===== src/sv/sxc_pkg.sv =====
`default_nettype none
// ---------------------------------------------------------------------------
// sxc_pkg
// Shared types, constants and alphabet functions of the sextet codec.
// ---------------------------------------------------------------------------
package sxc_pkg;

    // Register indexes as seen on the configuration port.
    localparam logic REG_DIRECTION = 1'b0;
    localparam logic REG_ALPHABET  = 1'b1;

    // Direction and alphabet codes.
    localparam logic DIR_ENCODE = 1'b0;
    localparam logic DIR_DECODE = 1'b1;
    localparam logic ALPHA_UU   = 1'b0;
    localparam logic ALPHA_XX   = 1'b1;

    localparam int SXC_QUEUE_DEPTH = 2;

    localparam logic [5:0] SEXTET_MASK = 6'h3F;

    // Configuration seen by the front and back parts.
    typedef struct packed {
        logic direction;
        logic alphabet;
        logic clear_group;
    } cfg_t;

    // One completed group handed from the front to the back.
    typedef struct packed {
        logic [23:0] bits;
        logic        bad;
        logic        decode;
    } group_t;

    typedef struct packed {
        logic [5:0] value;
        logic       bad;
    } sextet_t;

    function automatic logic [7:0] sextet_to_char(input logic [5:0] v, input logic alpha);
        logic [7:0] c;
        logic [7:0] v8;
        v8 = {2'b00, v & SEXTET_MASK};
        if (alpha == ALPHA_XX) begin
            if (v8 == 8'd0) begin
                c = 8'h2B;
            end
            else if (v8 == 8'd1) begin
                c = 8'h2D;
            end
            else if (v8 < 8'd12) begin
                c = 8'h30 + v8 - 8'd2;
            end
            else if (v8 < 8'd38) begin
                c = 8'h41 + v8 - 8'd12;
            end
            else begin
                c = 8'h61 + v8 - 8'd38;
            end
        end
        else begin
            c = (v8 == 8'd0) ? 8'h60 : 8'h20 + v8;
        end
        return c;
    endfunction

    function automatic sextet_t char_to_sextet(input logic [7:0] c, input logic alpha);
        sextet_t r;
        logic [7:0] d;
        r = '{value: 6'd0, bad: 1'b1};
        d = 8'd0;
        if (alpha == ALPHA_XX) begin
            if (c == 8'h2B) begin
                r = '{value: 6'd0, bad: 1'b0};
            end
            else if (c == 8'h2D) begin
                r = '{value: 6'd1, bad: 1'b0};
            end
            else if (c >= 8'h30 && c <= 8'h39) begin
                d = c - 8'h30 + 8'd2;
                r = '{value: d[5:0], bad: 1'b0};
            end
            else if (c >= 8'h41 && c <= 8'h5A) begin
                d = c - 8'h41 + 8'd12;
                r = '{value: d[5:0], bad: 1'b0};
            end
            else if (c >= 8'h61 && c <= 8'h7A) begin
                d = c - 8'h61 + 8'd38;
                r = '{value: d[5:0], bad: 1'b0};
            end
        end
        else begin
            if (c == 8'h60) begin
                r = '{value: 6'd0, bad: 1'b0};
            end
            else if (c >= 8'h21 && c <= 8'h5F) begin
                d = c - 8'h20;
                r = '{value: d[5:0], bad: 1'b0};
            end
        end
        return r;
    endfunction

endpackage
`default_nettype wire


===== src/sv/sxc_stream_if.sv =====
`default_nettype none
// ---------------------------------------------------------------------------
// sxc_stream_if
// Valid/ready channels for input items and result items of the codec.
// ---------------------------------------------------------------------------
interface sxc_in_if;
    logic       valid;
    logic       ready;
    logic [7:0] in_byte;
    logic       end_of_data;

    modport source (output valid, output in_byte, output end_of_data, input ready);
    modport sink   (input valid, input in_byte, input end_of_data, output ready);
endinterface

interface sxc_out_if;
    logic       valid;
    logic       ready;
    logic [7:0] out_byte;
    logic       bad_char;
    logic       run_last;

    modport source (output valid, output out_byte, output bad_char, output run_last,
                    input ready);
    modport sink   (input valid, input out_byte, input bad_char, input run_last,
                    output ready);
endinterface
`default_nettype wire


===== src/sv/sxc_front.sv =====
`default_nettype none
// ---------------------------------------------------------------------------
// sxc_front
// Accepts input items, gathers them into groups and pushes completed groups.
// ---------------------------------------------------------------------------
module sxc_front
    import sxc_pkg::*;
(
    input  wire logic clk,
    input  wire logic rst_n,
    input  wire cfg_t cfg,
    sxc_in_if.sink    item,
    input  wire logic queue_full,
    output logic      push,
    output group_t    push_group
);

    logic [23:0] group_bits_reg, group_bits_next;
    logic [1:0]  group_fill_reg, group_fill_next;
    logic        group_bad_reg,  group_bad_next;

    logic        accept;
    logic [2:0]  n;
    logic [23:0] shifted;
    logic        complete;
    sextet_t     sx;

    assign item.ready = !queue_full;
    assign accept     = item.valid && item.ready;

    always_comb
    begin
        n               = {1'b0, group_fill_reg} + 3'd1;
        sx              = char_to_sextet(item.in_byte, cfg.alphabet);
        group_bits_next = group_bits_reg;
        group_fill_next = group_fill_reg;
        group_bad_next  = group_bad_reg;
        push            = 1'b0;
        push_group      = '{bits: 24'd0, bad: 1'b0, decode: cfg.direction};
        shifted         = 24'd0;
        complete        = 1'b0;

        if (cfg.direction == DIR_ENCODE) begin
            shifted  = {group_bits_reg[15:0], item.in_byte};
            complete = (n == 3'd3) || item.end_of_data;
            case (n)
                3'd1:    push_group.bits = {shifted[7:0], 16'd0};
                3'd2:    push_group.bits = {shifted[15:0], 8'd0};
                default: push_group.bits = shifted;
            endcase
        end
        else begin
            shifted        = {group_bits_reg[17:0], sx.value};
            complete       = (n == 3'd4) || item.end_of_data;
            push_group.bad = group_bad_reg || sx.bad;
            case (n)
                3'd1:    push_group.bits = {shifted[5:0], 18'd0};
                3'd2:    push_group.bits = {shifted[11:0], 12'd0};
                3'd3:    push_group.bits = {shifted[17:0], 6'd0};
                default: push_group.bits = shifted;
            endcase
        end

        if (cfg.clear_group) begin
            group_bits_next = 24'd0;
            group_fill_next = 2'd0;
            group_bad_next  = 1'b0;
        end
        else if (accept) begin
            if (complete) begin
                push            = 1'b1;
                group_bits_next = 24'd0;
                group_fill_next = 2'd0;
                group_bad_next  = 1'b0;
            end
            else begin
                group_bits_next = shifted;
                group_fill_next = n[1:0];
                group_bad_next  = push_group.bad;
            end
        end
    end

    always_ff @(posedge clk or negedge rst_n)
    begin
        if (!rst_n) begin
            group_bits_reg <= 24'd0;
            group_fill_reg <= 2'd0;
            group_bad_reg  <= 1'b0;
        end
        else begin
            group_bits_reg <= group_bits_next;
            group_fill_reg <= group_fill_next;
            group_bad_reg  <= group_bad_next;
        end
    end

endmodule
`default_nettype wire


===== src/sv/sxc_group_fifo.sv =====
`default_nettype none
// ---------------------------------------------------------------------------
// sxc_group_fifo
// Short queue of completed groups between the front and the back.
// ---------------------------------------------------------------------------
module sxc_group_fifo
    import sxc_pkg::*;
#(
    parameter int DEPTH = SXC_QUEUE_DEPTH
)
(
    input  wire logic   clk,
    input  wire logic   rst_n,
    input  wire logic   push,
    input  wire group_t push_group,
    output logic        full,
    input  wire logic   pop,
    output logic        rd_valid,
    output group_t      rd_group
);

    localparam int AW = (DEPTH > 1) ? $clog2(DEPTH) : 1;
    localparam int CW = $clog2(DEPTH + 1);

    group_t          mem [DEPTH];
    logic [AW-1:0]   wr_ptr_reg, wr_ptr_next;
    logic [AW-1:0]   rd_ptr_reg, rd_ptr_next;
    logic [CW-1:0]   count_reg,  count_next;
    logic            do_push, do_pop;

    assign full     = (count_reg == CW'(DEPTH));
    assign rd_valid = (count_reg != '0);
    assign rd_group = mem[rd_ptr_reg];
    assign do_push  = push && !full;
    assign do_pop   = pop && rd_valid;

    always_comb
    begin
        wr_ptr_next = wr_ptr_reg;
        rd_ptr_next = rd_ptr_reg;
        count_next  = count_reg;
        if (do_push) begin
            wr_ptr_next = (wr_ptr_reg == AW'(DEPTH - 1)) ? '0 : wr_ptr_reg + AW'(1);
        end
        if (do_pop) begin
            rd_ptr_next = (rd_ptr_reg == AW'(DEPTH - 1)) ? '0 : rd_ptr_reg + AW'(1);
        end
        if (do_push && !do_pop) begin
            count_next = count_reg + CW'(1);
        end
        else if (do_pop && !do_push) begin
            count_next = count_reg - CW'(1);
        end
    end

    always_ff @(posedge clk)
    begin
        if (do_push) begin
            mem[wr_ptr_reg] <= push_group;
        end
    end

    always_ff @(posedge clk or negedge rst_n)
    begin
        if (!rst_n) begin
            wr_ptr_reg <= '0;
            rd_ptr_reg <= '0;
            count_reg  <= '0;
        end
        else begin
            wr_ptr_reg <= wr_ptr_next;
            rd_ptr_reg <= rd_ptr_next;
            count_reg  <= count_next;
        end
    end

`ifndef SYNTHESIS
    // A push is never offered while the queue is full.
    a_no_push_when_full: assert property (@(posedge clk) disable iff (!rst_n)
        full |-> !push)
        else $error("group pushed into a full queue");
`endif

endmodule
`default_nettype wire


===== src/sv/sxc_back.sv =====
`default_nettype none
// ---------------------------------------------------------------------------
// sxc_back
// Takes queued groups and emits their results one per cycle unless stalled.
// ---------------------------------------------------------------------------
module sxc_back
    import sxc_pkg::*;
(
    input  wire logic   clk,
    input  wire logic   rst_n,
    input  wire cfg_t   cfg,
    input  wire logic   rd_valid,
    input  wire group_t rd_group,
    output logic        pop,
    sxc_out_if.source   result
);

    group_t     cur_reg;
    logic       cur_valid_reg, cur_valid_next;
    logic [1:0] idx_reg, idx_next;

    logic       out_valid_reg;
    logic [7:0] out_byte_reg;
    logic       bad_char_reg;
    logic       run_last_reg;

    logic       slot_free;
    logic       emit;
    logic [1:0] last_idx;
    logic       finishing;
    logic [5:0] sextet;
    logic [7:0] value;

    assign slot_free = !out_valid_reg || result.ready;
    assign emit      = cur_valid_reg && slot_free;
    assign last_idx  = cur_reg.decode ? 2'd2 : 2'd3;
    assign finishing = emit && (idx_reg == last_idx);
    assign pop       = rd_valid && (!cur_valid_reg || finishing);

    always_comb
    begin
        case (idx_reg)
            2'd0:    sextet = cur_reg.bits[23:18];
            2'd1:    sextet = cur_reg.bits[17:12];
            2'd2:    sextet = cur_reg.bits[11:6];
            default: sextet = cur_reg.bits[5:0];
        endcase
        if (cur_reg.decode) begin
            case (idx_reg)
                2'd0:    value = cur_reg.bits[23:16];
                2'd1:    value = cur_reg.bits[15:8];
                default: value = cur_reg.bits[7:0];
            endcase
        end
        else begin
            value = sextet_to_char(sextet, cfg.alphabet);
        end

        idx_next = idx_reg;
        if (finishing) begin
            idx_next = 2'd0;
        end
        else if (emit) begin
            idx_next = idx_reg + 2'd1;
        end

        cur_valid_next = cur_valid_reg;
        if (pop) begin
            cur_valid_next = 1'b1;
        end
        else if (finishing) begin
            cur_valid_next = 1'b0;
        end
    end

    always_ff @(posedge clk)
    begin
        if (pop) begin
            cur_reg <= rd_group;
        end
        if (emit) begin
            out_byte_reg <= value;
            bad_char_reg <= cur_reg.decode && cur_reg.bad;
            run_last_reg <= (idx_reg == last_idx);
        end
    end

    always_ff @(posedge clk or negedge rst_n)
    begin
        if (!rst_n) begin
            cur_valid_reg <= 1'b0;
            idx_reg       <= 2'd0;
            out_valid_reg <= 1'b0;
        end
        else begin
            cur_valid_reg <= cur_valid_next;
            idx_reg       <= idx_next;
            if (slot_free) begin
                out_valid_reg <= emit;
            end
        end
    end

    assign result.valid    = out_valid_reg;
    assign result.out_byte = out_byte_reg;
    assign result.bad_char = bad_char_reg;
    assign result.run_last = run_last_reg;

`ifndef SYNTHESIS
    // The result index never runs past the last result of the held group.
    a_idx_in_range: assert property (@(posedge clk) disable iff (!rst_n)
        cur_valid_reg |-> (idx_reg <= last_idx))
        else $error("result index past end of group");

    // The result index is zero whenever the back holds no group.
    a_idx_idle: assert property (@(posedge clk) disable iff (!rst_n)
        !cur_valid_reg |-> (idx_reg == 2'd0))
        else $error("result index nonzero without a group");

    // After the last result of a group, a waiting group is taken at once.
    a_refill: assert property (@(posedge clk) disable iff (!rst_n)
        finishing |=> (cur_valid_reg == $past(rd_valid)))
        else $error("group handover lost or invented");
`endif

endmodule
`default_nettype wire


===== src/sv/uu_xx_sextet_codec_unit.sv =====
`default_nettype none
// ---------------------------------------------------------------------------
// uu_xx_sextet_codec_unit
// Streaming uuencode / xxencode body codec with an APB-style register port.
// ---------------------------------------------------------------------------
// The front accepts one input transaction per cycle while the queue is not
// full and gathers a group (three bytes when encoding, four characters when
// decoding, fewer when end_of_data flushes a partial group padded with zero
// bits). Each completed group goes into a short queue, QUEUE_DEPTH entries
// deep, and the back turns it into result transactions at one per cycle while
// result.ready allows, through a registered output stage, so input and output
// can stall independently. Encoding is bounded by the output register (four
// results per three bytes); unstalled decoding sustains one character per
// cycle, set by the input port. A closing group passes the queue and the
// back's group register before its first result. Register 0 (byte address 0)
// is direction: 0 encodes, 1 decodes; a write to it discards any open group.
// Register 1 (byte address 4) is alphabet: 0 UU, 1 XX. Registers should be
// written only while the block is idle. A decoded character outside the
// alphabet counts as zero and sets bad_char on every result of its group.
// ---------------------------------------------------------------------------
module uu_xx_sextet_codec_unit
    import sxc_pkg::*;
#(
    parameter int QUEUE_DEPTH = SXC_QUEUE_DEPTH
)
(
    input  wire logic        clk,
    input  wire logic        rst_n,
    sxc_in_if.sink           item,
    sxc_out_if.source        result,
    input  wire logic        psel,
    input  wire logic        penable,
    input  wire logic        pwrite,
    input  wire logic [2:0]  paddr,
    input  wire logic [31:0] pwdata,
    output logic      [31:0] prdata,
    output logic             pready
);

    logic   direction_reg;
    logic   alphabet_reg;
    logic   wr_en;
    logic   reg_index;
    cfg_t   cfg;

    logic   push;
    group_t push_group;
    logic   queue_full;
    logic   pop;
    logic   rd_valid;
    group_t rd_group;

    // Registers sit on word boundaries; bit 2 of the address picks one.
    assign pready    = 1'b1;
    assign reg_index = paddr[2];
    assign wr_en     = psel && penable && pwrite && pready;

    always_ff @(posedge clk or negedge rst_n)
    begin
        if (!rst_n) begin
            direction_reg <= DIR_ENCODE;
            alphabet_reg  <= ALPHA_UU;
        end
        else if (wr_en) begin
            case (reg_index)
                REG_DIRECTION: direction_reg <= pwdata[0];
                REG_ALPHABET:  alphabet_reg  <= pwdata[0];
                default:       direction_reg <= direction_reg;
            endcase
        end
    end

    always_comb
    begin
        case (reg_index)
            REG_DIRECTION: prdata = {31'd0, direction_reg};
            REG_ALPHABET:  prdata = {31'd0, alphabet_reg};
            default:       prdata = 32'd0;
        endcase
    end

    // The open group is dropped in the same cycle that direction is written.
    assign cfg = '{direction:   direction_reg,
                   alphabet:    alphabet_reg,
                   clear_group: wr_en && (reg_index == REG_DIRECTION)};

    sxc_front u_front (
        .clk        (clk),
        .rst_n      (rst_n),
        .cfg        (cfg),
        .item       (item),
        .queue_full (queue_full),
        .push       (push),
        .push_group (push_group)
    );

    sxc_group_fifo #(
        .DEPTH (QUEUE_DEPTH)
    ) u_fifo (
        .clk        (clk),
        .rst_n      (rst_n),
        .push       (push),
        .push_group (push_group),
        .full       (queue_full),
        .pop        (pop),
        .rd_valid   (rd_valid),
        .rd_group   (rd_group)
    );

    sxc_back u_back (
        .clk      (clk),
        .rst_n    (rst_n),
        .cfg      (cfg),
        .rd_valid (rd_valid),
        .rd_group (rd_group),
        .pop      (pop),
        .result   (result)
    );

endmodule
`default_nettype wire


===== src/flat_wrapper.sv =====
// flat-port wrapper written by rule: the top's interface ports become plain ports
module uu_xx_sextet_codec_unit_flat import sxc_pkg::*;
#(
    parameter int QUEUE_DEPTH = SXC_QUEUE_DEPTH
)
  (clk, rst_n, psel, penable, pwrite, paddr, pwdata, prdata, pready, item_valid, item_in_byte, item_end_of_data, item_ready, result_valid, result_out_byte, result_bad_char, result_run_last, result_ready);
  sxc_in_if item_i ();
  sxc_out_if result_i ();
  input  wire logic clk;
  input  wire logic rst_n;
  input  wire logic psel;
  input  wire logic penable;
  input  wire logic pwrite;
  input  wire logic [2:0] paddr;
  input  wire logic [31:0] pwdata;
  output logic      [31:0] prdata;
  output logic pready;
  input wire logic [$bits(item_i.valid)-1:0] item_valid;
  input wire logic [$bits(item_i.in_byte)-1:0] item_in_byte;
  input wire logic [$bits(item_i.end_of_data)-1:0] item_end_of_data;
  output wire logic [$bits(item_i.ready)-1:0] item_ready;
  output wire logic [$bits(result_i.valid)-1:0] result_valid;
  output wire logic [$bits(result_i.out_byte)-1:0] result_out_byte;
  output wire logic [$bits(result_i.bad_char)-1:0] result_bad_char;
  output wire logic [$bits(result_i.run_last)-1:0] result_run_last;
  input wire logic [$bits(result_i.ready)-1:0] result_ready;
  assign item_i.valid = item_valid;
  assign item_i.in_byte = item_in_byte;
  assign item_i.end_of_data = item_end_of_data;
  assign item_ready = item_i.ready;
  assign result_valid = result_i.valid;
  assign result_out_byte = result_i.out_byte;
  assign result_bad_char = result_i.bad_char;
  assign result_run_last = result_i.run_last;
  assign result_i.ready = result_ready;
  uu_xx_sextet_codec_unit #(.QUEUE_DEPTH(QUEUE_DEPTH)) u_core (.clk(clk), .rst_n(rst_n), .item(item_i), .result(result_i), .psel(psel), .penable(penable), .pwrite(pwrite), .paddr(paddr), .pwdata(pwdata), .prdata(prdata), .pready(pready));
endmodule

===== config.mk =====
export PLATFORM = sky130hd
export DESIGN_NAME = uu_xx_sextet_codec_unit_flat
export DESIGN_NICKNAME = d
export VERILOG_FILES = /design/src/sv/sxc_pkg.sv /design/src/sv/sxc_stream_if.sv /design/src/sv/sxc_front.sv /design/src/sv/sxc_group_fifo.sv /design/src/sv/sxc_back.sv /design/src/sv/uu_xx_sextet_codec_unit.sv /design/src/flat_wrapper.sv
export SDC_FILE = /design/constraint.sdc
export NUM_CORES = 1
export LEC_CHECK = 0
export ABC_AREA = 1
export ABC_CLOCK_PERIOD_IN_PS = 7070
export BUFFER_PORTS_ARGS = -buffer_cell sky130_fd_sc_hd__buf_2
export CAP_MARGIN = 40
export CORE_MARGIN = 5
export CORE_UTILIZATION = 60
export DETAILED_ROUTE_END_ITERATION = 10
export PLACE_DENSITY_LB_ADDON = 0.08
export REMOVE_ABC_BUFFERS = 1
export SLEW_MARGIN = 20
export SYNTH_ARGS = -nofsm -noshare
export SYNTH_HDL_FRONTEND = slang
export SYNTH_HIERARCHICAL = 1
export SYNTH_SLANG_ARGS = --single-unit
export TNS_END_PERCENT = 5

===== constraint.sdc =====
create_clock -name clk -period 7.07 [get_ports clk]
set_clock_uncertainty 0.2 [all_clocks]
set_input_delay 1.414 -clock clk [delete_from_list [all_inputs] [get_ports clk]]
set_output_delay 1.414 -clock clk [all_outputs]
set_load 0.02 [all_outputs]

After elaboration in Yosys (flattened, before gate mapping)
Memories as Yosys holds them, arrays and structs flattened. A register that Yosys moved wholly into a read port is not among the register bits.
Index checks and enable logic that the tools add are counted.
Widths: inputs -> output; s select.

word-level totals
  register bits after elaboration = 41
  memory bits (writable) = 52
  input port bits = 51
  output and inout port bits = 45
  word-level logic and storage cells = 140
  memories = 1

operators by class
  add/subtract/negate cells = 20
  order comparisons = 10
  equal/unequal tests = 12
  multiplexer cells = 47
  bitwise gates (word level) = 1
  reductions and logical operators = 35

memories
  memory             depth  bits a word  rd ports  clocked after memory_dff  write ports  RTL line              text
  u_core.u_fifo.mem  2      26           1         1                         1            sxc_group_fifo.sv:25  group_t mem [DEPTH];

operators by type and width
  kind                 count
  $mux 18              4
  $pmux 24 s3          1
  $pmux 32 s2          1
  $mux 7               9
  $mux 8               6
  $pmux 24 s2          1
  $le 8x7->1 const B   3
  $mux 24              1
  $pmux 6 s3           1
  $sub 6x6->6 const B  3
  $add 7x6->8 const A  2
  $eq 8x6->1 const B   2
  $ge 8x6->1 const B   2
  $ge 8x7->1 const B   2
  $logic_and 1x1->1    16
  $pmux 8 s2           1
  $mux 1               15
  $add 6x6->7 const A  2
  $mux 2               7
  $reduce_bool 2->1    5
  $eq 8x7->1 const B   1
  $le 8x6->1 const B   1
  $sub 7x2->8 const B  1
  $sub 8x4->8 const B  1
  other kinds (24)     37

Logic depth before layout (Yosys ltp)
Gate-level depths: netlist of the first run.

  word-level depth = 13
  depth in mapped cells = 18
  gate-level depth less buffers = 17

By module
Netlist of the first run, hierarchy kept.

modules (own cells, without submodules)
  module                   instances  cells an instance  area each (sq um)  seq. area each (sq um)
  sxc_front                1          397                2587.5             525.5
  sxc_back                 1          235                2238.4             1181.1
  sxc_group_fifo           1          167                2185.8             1661.6
  uu_xx_sextet_codec_unit  1          52                 367.9              50.0

Least setup slack after synthesis of the first run
Ideal clock, no wire load.

  path type = input to register
  from = input result_ready
  to = register u_core.u_fifo.count_reg[1]
  setup time = 0.117 ns
  arrival = 3.489 ns
  required time = 6.753 ns
  path slack = 3.264 ns
  cell stages on the path = 10
  buffers on the path = 0
  path through = inv_1 -> nand2_1 -> a21oi_1 -> nor2_1 -> nand2_2 -> ha_1 -> inv_1 -> nand3_1 -> nand2_1 -> nand2_1

on the way
  cells in the longest elaborated chain, start to end = 9
  elaborated cells on any way between the ends = 11
  classes of those cells = mux: 1; reduce/logical: 10

ends and longest elaborated chain
  element                                      RTL line                       text
  start, declared                              flat_wrapper.sv:26             input wire logic [$bits(result_i.ready)-1:0] result_ready;
  $logic_or 1x1->1 *                           sxc_back.sv:34                 assign slot_free = !out_valid_reg || result.ready;
  $logic_and 1x1->1 *                          sxc_back.sv:35                 assign emit = cur_valid_reg && slot_free;
  $logic_and 1x1->1 *                          sxc_back.sv:37                 assign finishing = emit && (idx_reg == last_idx);
  $logic_or 1x1->1 *                           sxc_back.sv:38                 assign pop = rd_valid && (!cur_valid_reg || finishing);
  $logic_and 1x1->1 *                          sxc_back.sv:38
  via u_core.pop                               uu_xx_sextet_codec_unit.sv:49  logic pop;
  $logic_and 1x1->1 *                          sxc_group_fifo.sv:35           assign do_pop = pop && rd_valid;
  $logic_not 1->1                              sxc_group_fifo.sv:48           if (do_push && !do_pop) begin
  $logic_and 1x1->1                            sxc_group_fifo.sv:48
  $mux 2 or $reduce_bool 2->1 (tied branches)  -
  end signal, assigned                         sxc_group_fifo.sv:73           count_reg <= count_next;
  end, declared                                sxc_group_fifo.sv:28           logic [CW-1:0] count_reg, count_next;

The timed path passes the listed nets; every way through them passes the cells marked *.
A chain may end at the register's enable or synchronous reset.

Final worst setup path of the first run
  from = input paddr[2]
  to = output prdata[0]

on the way
  cells in the longest elaborated chain, start to end = 2

ends and longest elaborated chain
  element          RTL line                       text
  start, declared  flat_wrapper.sv:14             input wire logic [2:0] paddr;
  $not 1->1        uu_xx_sextet_codec_unit.sv:75  case (reg_index)
  $pmux 32 s2 *    uu_xx_sextet_codec_unit.sv:75
  end, declared    flat_wrapper.sv:16             output logic [31:0] prdata;

Every way passes the cells marked *; elsewhere a longest branch is shown, timed or not. The select of a mux whose other input is x is not followed.

==> metrics.txt, run 1 <==
# TYPE chip_impl_metric gauge
chip_impl_info{name="synth.top_cells.by_area",value="edfxtp_1 (36%), nand2_1 (13%), dfrtp_1 (11%)"} 1
chip_impl_metric{name="clk_pin_slew_worst_paths",unit="ps"} 50
chip_impl_metric{name="timing.max_slew.rel_slack",unit=""} 0.528
chip_impl_metric{name="timing.max_cap.violations",unit=""} 0
chip_impl_metric{name="detail_route.drc_violations",unit=""} 0
chip_impl_metric{name="globalRoute.totalOverflow",unit=""} 0
chip_impl_metric{name="vias",unit=""} 5811
chip_impl_info{name="timing.critical_path.max_delay_family",value="buffers and inverters"} 1
chip_impl_metric{name="slew_viol_final",unit=""} 0
chip_impl_info{name="cell_chain_of_the_critical_path",value="buf_2 -> inv_1 -> nand2_1 -> nand2_1 -> buf_2"} 1
chip_impl_metric{name="rows",unit=""} 40
chip_impl_info{name="run_status",value="finished, final reports clean"} 1
chip_impl_metric{name="max_freq",unit="GHz"} 0.286
chip_impl_metric{name="powerDensity",unit="nW/um^2"} 427
chip_impl_metric{name="inserted_clock_buffers",unit=""} 17
chip_impl_metric{name="postLayoutCellArea",unit="um^2"} 8080
chip_impl_info{name="timing.critical_path.from",value="paddr[2]"} 1
chip_impl_info{name="timing.hold.worst_endpoint",value="u_core/u_fifo/count_reg[1]$_DFFE_PN0P_"} 1
chip_impl_metric{name="slowest_delay",unit="ps"} 150
chip_impl_info{name="r2r-start",value="u_core/direction_reg$_DFFE_PN0P_"} 1
chip_impl_metric{name="syn_area_per_cell",unit="um^2"} 8.67
chip_impl_metric{name="vdd_drop_max",unit="mV"} 0.229
chip_impl_metric{name="drt_first_iter_violations",unit=""} 395
chip_impl_metric{name="wl",unit="mm"} 17.6
chip_impl_metric{name="cts.repair.resized",unit=""} 0
chip_impl_metric{name="async_reset_ff_frac",unit=""} 0.261
chip_impl_metric{name="fp.dieW",unit="um"} 121
chip_impl_metric{name="detail-route-antenna-nets",unit=""} 0
chip_impl_metric{name="cts_buffer_depth",unit=""} 2
chip_impl_info{name="cpMaxStageDelayCell",value="buf_2"} 1
chip_impl_metric{name="total_of_flip_flops_plus_latches_after_synthesis",unit=""} 119
chip_impl_metric{name="drt-met1-wl",unit="mm"} 7.24
chip_impl_metric{name="port_buffers",unit=""} 30
chip_impl_metric{name="timing.final.ws_setup",unit="ps"} 3570
chip_impl_metric{name="min_path_cells",unit=""} 2
chip_impl_metric{name="dpl.hpwl",unit="mm"} 12.8
chip_impl_metric{name="finalCritPeriodShare",unit=""} 0.495
chip_impl_metric{name="grt_util_all_layers",unit=""} 0.251
chip_impl_metric{name="final-hold-violation-count",unit=""} 0
chip_impl_metric{name="floorplan.die_area",unit="um^2"} 14600
chip_impl_metric{name="post_synthesis_cells",unit=""} 851
chip_impl_metric{name="period_needed",unit="ps"} 3500
chip_impl_info{name="hold_path_startpoint",value="u_core/u_fifo/count_reg[1]$_DFFE_PN0P_"} 1
chip_impl_metric{name="antenna-diode-count",unit=""} 0
chip_impl_info{name="most_frequent_cell_after_synthesis",value="nand2_1"} 1
chip_impl_metric{name="critical_path_arrival",unit="ps"} 1890
chip_impl_metric{name="cts_hold_buffers",unit=""} 0
chip_impl_metric{name="syn_to_final_growth",unit="%"} 9.44
chip_impl_info{name="clock-root-buffer",value="clkbuf_16"} 1
chip_impl_info{name="max_layer_used",value="met4"} 1
chip_impl_info{name="post_synth_most_frequent_cells",value="nand2_1 (258), edfxtp_1 (88), inv_1 (88), buf_4 (37), a21oi_1 (36)"} 1
chip_impl_metric{name="grt_first_pass_wirelength",unit="mm"} 28.4
chip_impl_metric{name="grt_antenna_before_repair",unit=""} 0
chip_impl_metric{name="post_synth_instance_area",unit="um^2"} 7380
chip_impl_metric{name="yosysTopAreaCellShare",unit=""} 0.358
chip_impl_metric{name="grt_pass1_vias",unit=""} 5680
chip_impl_metric{name="detailroute.wirelength.met2",unit="mm"} 8.83
chip_impl_metric{name="yosysWarningCount",unit=""} 6
chip_impl_metric{name="final_weighted_congestion_in_routability_driven_placement",unit=""} 0.947
chip_impl_metric{name="dpl_worst_slack",unit="ps"} 3380
chip_impl_info{name="timing.hold.worst.class",value="reg -> reg"} 1
chip_impl_metric{name="worstPathRequired",unit="ps"} 5460
chip_impl_metric{name="post_cts_buffers",unit=""} 0
chip_impl_metric{name="num-fill-cells",unit=""} 998
chip_impl_metric{name="pin_count",unit=""} 96
chip_impl_metric{name="placedInstanceArea",unit="um^2"} 7480
chip_impl_info{name="yosys_most_used_dff",value="edfxtp_1"} 1
chip_impl_metric{name="report.power.total",unit="mW"} 3.45
chip_impl_metric{name="sinks_on_the_clock_net",unit=""} 119
chip_impl_metric{name="average_detailed_routed_wire_length_per_instance",unit="um"} 17.0
chip_impl_info{name="cts_tree",value="done"} 1
chip_impl_metric{name="layout_cell_share_with_drive_strength_beyond_1",unit=""} 0.167
chip_impl_metric{name="timing.reg2reg.setup_slack",unit="ps"} 3930
chip_impl_info{name="crit_path_end_kind",value="primary output"} 1
chip_impl_metric{name="worstRegToRegCells",unit=""} 9
chip_impl_metric{name="core-area",unit="um^2"} 12000
chip_impl_metric{name="path_buf_inv",unit=""} 3
chip_impl_metric{name="viasPerCell",unit=""} 5.60
chip_impl_metric{name="die_h",unit="um"} 121
chip_impl_metric{name="clk-insertion-delay-late",unit="ps"} 410
chip_impl_info{name="criticalPathCategory",value="in -> out"} 1
chip_impl_metric{name="detail_route.first_pass.iterations",unit=""} 5
chip_impl_metric{name="crit_path_max_fanout",unit=""} 4
chip_impl_info{name="yosysTopAreaCell",value="edfxtp_1"} 1
chip_impl_metric{name="htree_num_levels",unit=""} 4
chip_impl_metric{name="setup_viol",unit=""} 0
chip_impl_info{name="crit-reg2reg-capture",value="u_core/u_fifo/mem[0][3]$_DFFE_PP_"} 1
chip_impl_metric{name="ys_types",unit=""} 55
chip_impl_info{name="timing.critical_path.from_type",value="primary input"} 1
chip_impl_metric{name="final_nets",unit=""} 949
chip_impl_metric{name="ys_seq_area_frac",unit=""} 0.463
chip_impl_metric{name="wl_met3",unit="mm"} 1.02
chip_impl_info{name="rsz0062_at_grt",value="no"} 1
chip_impl_metric{name="leakage",unit="nW"} 3.67
chip_impl_metric{name="start_util",unit=""} 0.614
chip_impl_metric{name="synth-edff-count",unit=""} 88
chip_impl_metric{name="pin_count_of_the_biggest_net_entering_global_routing",unit=""} 37
chip_impl_metric{name="tightest_slew",unit="ps"} 708
chip_impl_metric{name="finalSetupTns",unit="ps"} 0
chip_impl_metric{name="largest_register_ffs",unit=""} 52
final cells by class:
class / count / area [um^2] / area share
clock buffer: 21 / 440 / 0.0545
tap: 147 / 184 / 0.0228
sequential: 119 / 3420 / 0.423
multi-input combinational: 598 / 3230 / 0.400
inverter: 104 / 403 / 0.0499
clock inverter: 11 / 131 / 0.0163
timing repair buffer: 38 / 270 / 0.0335
cells by family (layout without fill, tap and decap cells):
kind of cell	Yosys count	in the layout	share of synthesized area
xor+xnor	11	11	0.0131
compound gates	152	152	0.135
simple gates	383	383	0.239
other cells	2	32	0.00102
fa+ha+maj	20	20	0.0339
flops	119	119	0.463
buf+inv	164	174	0.115
routing by layer:
| metal | vias up | GRT usage |
|---|---|---|
| li1 | 2827 | - |
| met1 | 2732 | 0.305 |
| met2 | 218 | 0.431 |
| met3 | 34 | 0.0490 |
| met4 | 0 | 0.117 |
| met5 | - | 0 |
cells in the final DEF (no fill, tap or decap), types with 5 or more instances in the layout:
cell type,synthesis,routed
a21oi_1,36,36
a221oi_1,9,9
a22oi_1,12,12
a32oi_1,6,6
buf_2,3,30
buf_4,37,5
clkbuf_16,0,17
conb_1,2,32
dfrtp_1,31,31
edfxtp_1,88,88
ha_1,20,20
inv_1,88,88
inv_2,13,13
nand2_1,258,258
nand2_2,30,30
nand3_1,24,24
nand3_2,5,5
nand4_1,7,7
nor2_1,32,30
nor2_2,5,7
nor2_4,6,6
o21ai_0,31,31
o21ai_1,11,11
o22ai_1,23,23
xor2_1,10,10
through the flow:
step | hold slack (ps) | std cells | util
floorplan | 242 | 821 | -
global placement | 261 | 1002 | 0.617
detailed placement | 264 | 1005 | 0.623
CTS | 277 | 1037 | 0.670
global route | 312 | 1038 | 0.672
finish | 272 | 1038 | 0.672
tightest hold or removal path: stages (launching register included):
cell     delay [ps]
dfrtp_1         340
nand2_1          50
nand2_1          40
worst max-delay path by stage:
stage	end	slack [ps]	depth (start not counted)
5_1_grt	prdata[0]	3510	5
3_5_place_dp	u_core/u_fifo/mem[0][10]$_DFFE_PP_	3380	13
2_1_floorplan	u_core/u_fifo/count_reg[1]$_DFFE_PN0P_	3260	10
6_report	prdata[0]	3570	5
4_1_cts	prdata[0]	3570	5
3_3_place_gp	u_core/u_fifo/mem[0][4]$_DFFE_PP_	3400	9
report_power, final:
group	internal [mW]	switching [mW]	total, mW
combinational	0.477	1.03	1.51
sequential	1.00	0.106	1.11
clock	0.547	0.281	0.828
Note: power is estimated with default switching activity, not from simulation.
==> run 2: changes to the inputs <==
ABC_CLOCK_PERIOD_IN_PS = 3000   (was 7070)
CORE_UTILIZATION = 53   (was 60)
clock period = 3 ns   (was 7.07 ns; I/O delays follow)
==> metrics.txt, run 2 (synthesized netlist as in run 1, its figures left out) <==
# TYPE chip_impl_metric gauge
chip_impl_info{name="cts_tree",value="done"} 1
chip_impl_metric{name="grt_first_pass_wirelength",unit="mm"} 30.0
chip_impl_info{name="r2r-start",value="u_core/u_back/idx_reg[1]$_DFFE_PN0P_"} 1
chip_impl_metric{name="wl",unit="mm"} 18.6
chip_impl_info{name="hold_path_startpoint",value="pwdata[0]"} 1
chip_impl_metric{name="rows",unit=""} 43
chip_impl_metric{name="post_cts_buffers",unit=""} 0
chip_impl_metric{name="vdd_drop_max",unit="mV"} 0.454
chip_impl_metric{name="critical_path_arrival",unit="ps"} 2720
chip_impl_metric{name="clk-insertion-delay-late",unit="ps"} 420
chip_impl_metric{name="timing.max_cap.violations",unit=""} 0
chip_impl_metric{name="port_buffers",unit=""} 30
chip_impl_info{name="rsz0062_at_grt",value="no"} 1
chip_impl_info{name="run_status",value="finished, final reports clean"} 1
chip_impl_info{name="mostFrequentLayoutCell",value="nand2_1"} 1
chip_impl_metric{name="powerDensity",unit="nW/um^2"} 1020
chip_impl_metric{name="slew_viol_final",unit=""} 0
chip_impl_metric{name="inserted_clock_buffers",unit=""} 17
chip_impl_metric{name="pin_count_of_the_biggest_net_entering_global_routing",unit=""} 37
chip_impl_metric{name="viasPerCell",unit=""} 5.53
chip_impl_metric{name="fp.dieW",unit="um"} 128
chip_impl_metric{name="max_freq",unit="GHz"} 0.364
chip_impl_metric{name="min_path_cells",unit=""} 3
chip_impl_metric{name="grt_util_all_layers",unit=""} 0.236
chip_impl_metric{name="finalSetupTns",unit="ps"} 0
chip_impl_metric{name="worstPathRequired",unit="ps"} 2970
chip_impl_info{name="timing.critical_path.from_type",value="flip-flop"} 1
chip_impl_metric{name="final_weighted_congestion_in_routability_driven_placement",unit=""} 0.952
chip_impl_metric{name="detail_route.first_pass.iterations",unit=""} 8
chip_impl_metric{name="die_h",unit="um"} 128
chip_impl_metric{name="grt_antenna_before_repair",unit=""} 0
chip_impl_metric{name="grt_pass1_vias",unit=""} 5943
chip_impl_metric{name="htree_num_levels",unit=""} 4
chip_impl_metric{name="fin_util",unit=""} 0.600
chip_impl_metric{name="antenna-diode-count",unit=""} 0
chip_impl_metric{name="multi_input_comb_area",unit="um^2"} 3230
chip_impl_metric{name="clk_pin_slew_worst_paths",unit="ps"} 60
chip_impl_metric{name="detail_route.drc_violations",unit=""} 0
chip_impl_metric{name="dpl.hpwl",unit="mm"} 13.5
chip_impl_metric{name="pin_count",unit=""} 96
chip_impl_info{name="criticalPathCategory",value="reg -> reg"} 1
chip_impl_metric{name="worstRegToRegCells",unit=""} 15
chip_impl_metric{name="finalCritPeriodShare",unit=""} 0.917
chip_impl_metric{name="syn_to_final_growth",unit="%"} 12.0
chip_impl_metric{name="timing.reg2reg.setup_slack",unit="ps"} 250
chip_impl_metric{name="drt_first_iter_violations",unit=""} 545
chip_impl_metric{name="vias",unit=""} 6016
chip_impl_info{name="clock-root-buffer",value="clkbuf_16"} 1
chip_impl_metric{name="largest_register_ffs",unit=""} 52
chip_impl_metric{name="tightest_slew",unit="ps"} 612
chip_impl_metric{name="placedInstanceArea",unit="um^2"} 7610
chip_impl_metric{name="cts_buffer_depth",unit=""} 2
chip_impl_info{name="crit_path_end_kind",value="flip-flop"} 1
chip_impl_metric{name="num-fill-cells",unit=""} 1232
chip_impl_metric{name="leakage",unit="nW"} 3.76
chip_impl_info{name="layout.cells.most_common_list",value="nand2_1 (258), inv_1 (88), edfxtp_1 (88)"} 1
chip_impl_metric{name="setup_viol",unit=""} 0
chip_impl_metric{name="detail-route-antenna-nets",unit=""} 0
chip_impl_metric{name="postLayoutCellArea",unit="um^2"} 8270
chip_impl_metric{name="final-hold-violation-count",unit=""} 0
chip_impl_metric{name="average_detailed_routed_wire_length_per_instance",unit="um"} 17.1
chip_impl_metric{name="timing.max_slew.rel_slack",unit=""} 0.591
chip_impl_metric{name="core-area",unit="um^2"} 13800
chip_impl_metric{name="globalRoute.totalOverflow",unit=""} 0
chip_impl_metric{name="final_nets",unit=""} 966
chip_impl_metric{name="final-seq-area",unit="um^2"} 3420
chip_impl_metric{name="period_needed",unit="ps"} 2750
chip_impl_info{name="timing.hold.worst.class",value="in -> reg"} 1
chip_impl_info{name="crit-reg2reg-capture",value="u_core/u_back/result.out_byte[4]$_DFFE_PP_"} 1
chip_impl_metric{name="layout_cell_share_with_drive_strength_beyond_1",unit=""} 0.192
chip_impl_metric{name="crit_path_max_fanout",unit=""} 6
chip_impl_metric{name="floorplan.die_area",unit="um^2"} 16400
chip_impl_metric{name="start_util",unit=""} 0.536
chip_impl_metric{name="sinks_on_the_clock_net",unit=""} 119
chip_impl_info{name="timing.hold.worst_endpoint",value="u_core/alphabet_reg$_DFFE_PN0P_"} 1
-- run 2: how the worst max path moves through the flow --
stage | cells after the start | endpoint | from | slack [ps]
after detailed placement | 15 | u_core/u_back/result.out_byte[3]$_DFFE_PP_ | u_core/u_back/idx_reg[0]$_DFFE_PN0P_ | 200
final | 15 | u_core/u_back/result.out_byte[4]$_DFFE_PP_ | u_core/u_back/idx_reg[1]$_DFFE_PN0P_ | 250
after global placement | 15 | u_core/u_back/result.out_byte[4]$_DFFE_PP_ | u_core/u_back/idx_reg[0]$_DFFE_PN0P_ | 220
after floorplan | 7 | u_core/u_fifo/mem[1][0]$_DFFE_PP_ | u_core/u_front/group_fill_reg[0]$_DFFE_PN0P_ | -320
after CTS | 15 | u_core/u_back/result.out_byte[4]$_DFFE_PP_ | u_core/u_back/idx_reg[0]$_DFFE_PN0P_ | 200
after global routing | 15 | u_core/u_back/result.out_byte[4]$_DFFE_PP_ | u_core/u_back/idx_reg[0]$_DFFE_PN0P_ | 30
-- run 2: report_power, final --
group	total, mW	internal, mW	switching (mW)
logic	3.73	1.18	2.54
registers	2.60	2.37	0.234
clock network	2.13	1.39	0.742
-- run 2: final cells by class --
cell class	instances	share of cell area
Sequential cell	119	0.413
Multi-Input combinational cell	598	0.391
Clock buffer	17	0.0515
Inverter	104	0.0487
Timing Repair Buffer	55	0.0436
Tap cell	180	0.0272
Clock inverter	15	0.0244
-- run 2: through the flow --
step / setup slack, ps / cells / hold WS (ps) / power (mW)
floorplan: -320 / 821 / 104 / 5.14
global placement: 224 / 1053 / 253 / 6.13
detailed placement: 198 / 1054 / 274 / 6.27
CTS: 195 / 1086 / 82.5 / 8.43
global route: 32.2 / 1088 / 268 / 8.99
finish: 250 / 1088 / 243 / 8.46
-- run 2: routing by layer --
| layer | share of wire | vias to the layer above | routed length [um] | GRT usage |
|---|---|---|---|---|
| li1 | - | 2863 | - | - |
| met1 | 0.39 | 2791 | 7180 | 0.281 |
| met2 | 0.50 | 310 | 9260 | 0.409 |
| met3 | 0.075 | 52 | 1400 | 0.0383 |
| met4 | 0.042 | 0 | 779 | 0.122 |
| met5 | 0 | - | 0 | 0 |
-- run 2: worst max-delay path, cell delays in order, from the launching register on --
cell and delay (ps):
dfrtp_1 410, inv_1 100, ha_1 260, nand2_1 120, nand2_1 80, o21ai_2 350, inv_1 110, ha_1 220
inv_1 80, a21oi_1 80, xor2_1 150, nand2_1 70, nand2_1 80, nand2_1 60, nand2_1 80, a21oi_2 50
-- run 2: what timing repair did --
item / 4_1_cts / 5_1_grt
hold buffers: 0 / 1
endpoints found under the setup margin: 0 / 3
gates resized for setup: 0 / 2
endpoints found under the hold margin: 0 / 4
